`src/rtl/fbte_pkg.sv`:
```
// Package for the framebuffer text and fill engine.
// Holds command codes, controller states, and the control/status structs.
// No dependencies.
package fbte_pkg;

  localparam int unsigned DefScreenWidth  = 320;
  localparam int unsigned DefScreenHeight = 240;
  localparam int unsigned DefGlyphBytes   = 4096;

  localparam int unsigned XW         = 12;  // loop coordinate width
  localparam int unsigned FirstCode  = 32;  // code of the first glyph in memory
  localparam int unsigned GPW        = 18;  // glyph byte pointer width

  typedef enum logic [2:0] {
    CMD_FILL      = 3'd0,
    CMD_RECT      = 3'd1,
    CMD_PIXEL     = 3'd2,
    CMD_GLYPH     = 3'd3,
    CMD_STR_START = 3'd4,
    CMD_STR_CHAR  = 3'd5,
    CMD_GLOAD     = 3'd6,
    CMD_READ      = 3'd7
  } cmd_e;

  typedef enum logic [0:0] {
    CFG_FONT_WIDTH  = 1'b0,
    CFG_FONT_HEIGHT = 1'b1
  } cfg_e;

  typedef enum logic [3:0] {
    ST_CLR_SET,
    ST_CLR_RUN,
    ST_IDLE,
    ST_PREP,
    ST_SETUP,
    ST_CHECK,
    ST_RUN,
    ST_READ,
    ST_FINISH,
    ST_OUT
  } state_e;

  typedef struct packed {
    logic load;       // latch the input item
    logic clr_setup;  // arm the post-reset clearing sweep
    logic prep;       // cursor wrap for string characters
    logic setup;      // loop bounds, products, simple writes
    logic check;      // capture skip flag
    logic step;       // advance the pixel loop
    logic rd;         // issue the framebuffer read
    logic finish;     // capture the result, advance cursor
  } ctl_t;

  typedef struct packed {
    cmd_e cmd;
    logic skip;
    logic empty;
    logic last;
  } sts_t;

  function automatic logic [15:0] swap16(input logic [15:0] c);
    return {c[7:0], c[15:8]};
  endfunction

endpackage

```
`src/rtl/fbte_ctrl.sv`:
```
// Controller state machine of the framebuffer text and fill engine.
// Depends on fbte_pkg; drives the datapath through ctl_t, reads sts_t.
module fbte_ctrl
  import fbte_pkg::*;
(
  input  logic clk_i,
  input  logic rst_ni,
  input  logic in_valid_i,
  output logic in_stall_o,
  output logic out_valid_o,
  input  logic out_stall_i,
  input  sts_t sts_i,
  output ctl_t ctl_o
);

  state_e state_q, state_d;

  always_ff @(posedge clk_i or negedge rst_ni) begin
    if (!rst_ni) begin
      state_q <= ST_CLR_SET;
    end else begin
      state_q <= state_d;
    end
  end

  always_comb begin
    state_d     = state_q;
    ctl_o       = '0;
    in_stall_o  = 1'b1;
    out_valid_o = 1'b0;
    unique case (state_q)
      ST_CLR_SET: begin
        ctl_o.clr_setup = 1'b1;
        state_d = ST_CLR_RUN;
      end
      ST_CLR_RUN: begin
        ctl_o.step = 1'b1;
        if (sts_i.last) state_d = ST_IDLE;
      end
      ST_IDLE: begin
        in_stall_o = 1'b0;
        if (in_valid_i) begin
          ctl_o.load = 1'b1;
          state_d = ST_PREP;
        end
      end
      ST_PREP: begin
        ctl_o.prep = 1'b1;
        state_d = ST_SETUP;
      end
      ST_SETUP: begin
        ctl_o.setup = 1'b1;
        state_d = ST_CHECK;
      end
      ST_CHECK: begin
        ctl_o.check = 1'b1;
        unique case (sts_i.cmd)
          CMD_STR_START, CMD_GLOAD: state_d = ST_FINISH;
          CMD_READ:                 state_d = ST_READ;
          default: begin
            if (sts_i.skip || sts_i.empty) state_d = ST_FINISH;
            else state_d = ST_RUN;
          end
        endcase
      end
      ST_RUN: begin
        ctl_o.step = 1'b1;
        if (sts_i.last) state_d = ST_FINISH;
      end
      ST_READ: begin
        ctl_o.rd = 1'b1;
        state_d = ST_FINISH;
      end
      ST_FINISH: begin
        ctl_o.finish = 1'b1;
        state_d = ST_OUT;
      end
      ST_OUT: begin
        out_valid_o = 1'b1;
        if (!out_stall_i) state_d = ST_IDLE;
      end
      default: state_d = ST_IDLE;
    endcase
  end

endmodule

```
`config.mk`:
```
export PLATFORM = sky130hd
export DESIGN_NAME = fbte_ctrl
export DESIGN_NICKNAME = d
export VERILOG_FILES = /design/src/rtl/fbte_pkg.sv /design/src/rtl/fbte_ctrl.sv
export SDC_FILE = /design/constraint.sdc
export NUM_CORES = 1
export LEC_CHECK = 0
export ABC_AREA = 0
export ABC_CLOCK_PERIOD_IN_PS = 1600
export BUFFER_PORTS_ARGS = -buffer_cell sky130_fd_sc_hd__buf_2
export CAP_MARGIN = 10
export CORE_AREA = 10 10 47 49
export DETAILED_ROUTE_END_ITERATION = 10
export DIE_AREA = 0 0 57 59
export PLACE_DENSITY = 0.59
export SETUP_SLACK_MARGIN = 0.15
export SLEW_MARGIN = 20
export SYNTH_ARGS = -nofsm -noshare
export SYNTH_HDL_FRONTEND = slang
export SYNTH_SLANG_ARGS = --single-unit
```
`constraint.sdc`:
```
create_clock -name clk_i -period 1.6 [get_ports clk_i]
set_input_delay 0.32 -clock clk_i [delete_from_list [all_inputs] [get_ports clk_i]]
set_output_delay 0.32 -clock clk_i [all_outputs]
set_load 0.1 [all_outputs]
```
== Yosys cells after proc, flatten, opt, wreduce, memory -nomap -nowiden ==
Cells that the tools add are included.
Cells by class
  equality and inequality tests: 16
  muxes and demuxes: 18
  reductions and logical operators: 5
Operators by type and width (number)
  one-hot mux 4 bit (10 select lines): 1
  2-to-1 mux 4 bit: 5
  equality test 4 x 3 -> 1 bit, second input constant: 4
  2-to-1 mux 1 bit: 11
  equality test 3 bit, second input constant: 3
  equality test 4 x 2 -> 1 bit, second input constant: 2
  equality test 4 bit, second input constant: 2
  != test 2 bit, second input constant: 4
  one-hot mux 4 bit (2 select lines): 1
  equality test 4 x 1 -> 1 bit, second input constant: 1
  logical NOT 4 bit: 1
  AND reduction 4 bit: 1
  OR reduction 2 bit: 2
  logical OR 1 bit: 1
Storage, ports and cells
  flip-flop bits (word level): 4
  input bits: 10
  output and inout bits: 10
  logic and storage cells: 40

== Depth between registers and ports, before layout ==
  depth after elaboration: 4
  gate-level depth with buffers: 4
  gate-level depth less buffers: 4

== Worst setup path after synthesis ==
No wires, ideal clock.
  kind: register -> output
  from: reg state_q[0]
  to: out ctl_o[6] (netlist bit)
  data arrival time: 3.549 ns
  data required time: 1.280 ns
  slack: -2.269 ns
  cell stages (with the launch flop): 3
  buffers on the path: 1
  cell sequence: dfrtp_1 -> buf_2 -> nor4_1
RTL lines
  start, declared: line fbte_ctrl.sv:16  | state_e state_q, state_d;
  start signal, assigned: line fbte_ctrl.sv:22  | state_q <= state_d;
  end, declared: line fbte_ctrl.sv:13  | output ctl_t ctl_o

==> impl_results.md <==
- Status: complete, but fails checks
- Failing checks: setup timing
- DRT Pass-1 Iters: 4
- Max_cap viols: 0
- Vias/cell: 5.38
- DR iter-0 viols: 25
- Final GP Congestion: 0.838
- Clock skew: 0.00245 ns
- Clock root buffer: clkbuf_4
- Share of layout cells above drive strength 1: 0.724
- # fillers: 101
- Final HPWL DP: 1290 um
- Post-Syn Instances: 55
- #FFs+latches synth: 4
- Die Footprint: 3360 um^2
- CTS tree: done
- Clock-pin slew on the worst setup and hold paths: 0.04 ns
- DRC Markers: 0
- Die Wd: 57 um
- Top Registers: state_q: 4 flops
- Register area share after synthesis: 0.236
- Register area: 105 um^2
- Grt ovf: 0
- Final wirelength: 1820 um
- Core area: 1400 um^2
- CP Buf/Inv Count: 2
- Initial Util: 0.303
- Startpoint types: flip-flop
- Clk Latency, worst-skew pair: 0.23 ns
- Util after Layout: 0.744
- Antenna violations before repair: 0
- Final-report hold violation count: 0
- Worst Tran Pin Value: 0.382 ns
- IO Count: 20
- Slew Limit Fails: 0
- CP max stage cell: dfrtp_2
- Critical Path Sink Type: primary output
- Vias in the first global route: 660
- Critical path peak fanout: 5
- Crit-path leading delay family: flip-flops
- First-pass GRT wire length: 2990 um
- Max transition margin: 0.743
- Worst path required time: 1.28 ns
- Avg Cell Area, Syn: 7.71 um^2
- Die H: 59 um
- Synth Net Count: 65
- Number of port buffers: 19
- Clock sink count: 4
- # diodes: 0
- Synthesized area: 424 um^2
- Max clock buf depth: 2
- Fin crit share: 1.07
- WP data arrival: 1.39 ns
- RSZ-0062 raised after global routing: true
- Min setup slack post-route: -0.110 ns
- Max reg flops: 4
- Clock buffers created by TritonCTS: 3
- Crit Path Category: flip-flop to primary output
- Fin crit period: 1.71 ns
- Total track usage: 0.110
- H-tree Lvls: 1
- Slowest stage delay, CP: 0.41 ns
- Rows: 14
- Nets: 110
- Layout area overhead: 146%
- Ys Warns: 0
- Most flop-heavy register: state_q
- Routed len/inst: 15.9 um
- Final setup fails: 7
- Distinct cells, synth: 24
- Final ANT Viol Nets: 0
- FMAX: 585 MHz
- Area of the multi-input gates: 429 um^2
- HP Class: primary input to flip-flop
- Via count: 613
- Largest net degree at the start of global routing: 10
- Crit-path cells: buf_6, nand2b_4, mux2_4, nor2_4, buf_12
-- path summary, 6_finish.rpt --
check / slack (ns) / start / end / depth (start not counted)
worst min-delay path: 0.37 / out_stall_i / state_q[3]$_DFFE_PN0P_ / 3
worst max-delay path: -0.11 / state_q[0]$_DFFE_PN0P_ / ctl_o[2] / 5
worst max register to register: 0.09 / state_q[0]$_DFFE_PN0P_ / state_q[3]$_DFFE_PN0P_ / 8
max in group asynchronous: 1.03 / rst_ni / state_q[0]$_DFFE_PN0P_ / 2
min in group asynchronous: 0.43 / rst_ni / state_q[3]$_DFFE_PN0P_ / 2
worst min register to register: 0.72 / state_q[1]$_DFFE_PN0P_ / state_q[0]$_DFFE_PN0P_ / 2
-- layout make-up --
cell class              count  area share
inverters                   2     0.00720
clock buffers               3      0.0216
flip-flops and latches      4       0.101
well taps                  16      0.0192
multi-input cells          45       0.412
repair buffers             44       0.439
-- per-layer routing --
metal	part of all wire	GRT usage	vias to the layer above
li1	-	-	290
met1	0.41	0.120	297
met2	0.55	0.197	24
met3	0.032	0.0107	2
met4	0.012	0.0705	0
met5	0	0	-
-- cells in the final DEF (no fill, tap or decap), types with 2 or more instances in the layout --
master,synthesis,routed
buf_12,0,10
nand2_1,5,2
nor3_4,0,3
nor2_1,7,3
nor3_1,6,2
a21oi_1,5,5
nand2_4,0,2
o2bb2ai_1,2,2
nand2b_4,1,4
dfrtp_2,0,4
buf_6,0,6
buf_2,3,9
inv_1,2,2
o32a_1,2,2
nor2_4,0,4
buf_4,1,18
clkbuf_4,0,3
-- per-stage QoR --
stage	cells	instance area (um^2)	hold WS, ns	worst slack (ns)	setup TNS, ns
2_1_floorplan	55	524	0.0244	-0.412	-2.52
3_3_place_gp	99	848	0.127	0.0713	0
3_5_place_dp	99	848	0.128	0.0282	0
4_1_cts	113	1020	0.348	-0.111	-0.598
5_1_grt	114	1040	0.359	-0.154	-0.923
6_report	114	1040	0.365	-0.110	-0.474
-- cells in the mapped netlist (all sizes together) --
library cell | instances | area [um^2]
a21oi | 5 | 25.0
buf | 4 | 22.5
nor4 | 2 | 12.5
inv | 2 | 7.51
mux2 | 1 | 15.0
nor3 | 6 | 30.0
o32ai | 1 | 16.3
nor2b | 1 | 13.8
and3 | 1 | 6.26
nand2 | 5 | 18.8
o2bb2ai | 2 | 17.5
nand2b | 5 | 38.8
o32a | 2 | 20.0
a211o | 1 | 8.76
dfrtp | 4 | 100
nor2 | 7 | 26.3
and4 | 1 | 8.76
a21o | 1 | 7.51
nand3 | 1 | 5.00
o211a | 1 | 10.0
o21ai | 1 | 5.00
a32oi | 1 | 8.76
-- worst register-to-register path: cells and delay by family (launching register included) --
| family | cells | cell delay (ns) |
|---|---|---|
| DFF | 1 | 0.41 |
| AOI/OAI and AO/OA | 3 | 0.43 |
| and+or+nand+nor | 1 | 0.05 |
| buffers and inverters | 4 | 0.49 |
-- cell families after synthesis --
group                  Yosys count  synth area share
muxes                            1            0.0354
DFF                              4             0.236
and+or+nand+nor                 29             0.378
AOI/OAI and AO/OA               15             0.280
buffers and inverters            6            0.0708
-- timing repair --
action	in CTS	in global routing
endpoints found under the hold margin	4	0
hold buffers	1	0
setup endpoints to repair	11	12
gates resized for setup	19	4
pin swaps	7	3
buffers inserted	10	1
Power is not shown: default switching activity piles up to over one toggle a cycle in this logic, so the estimate is an artifact.
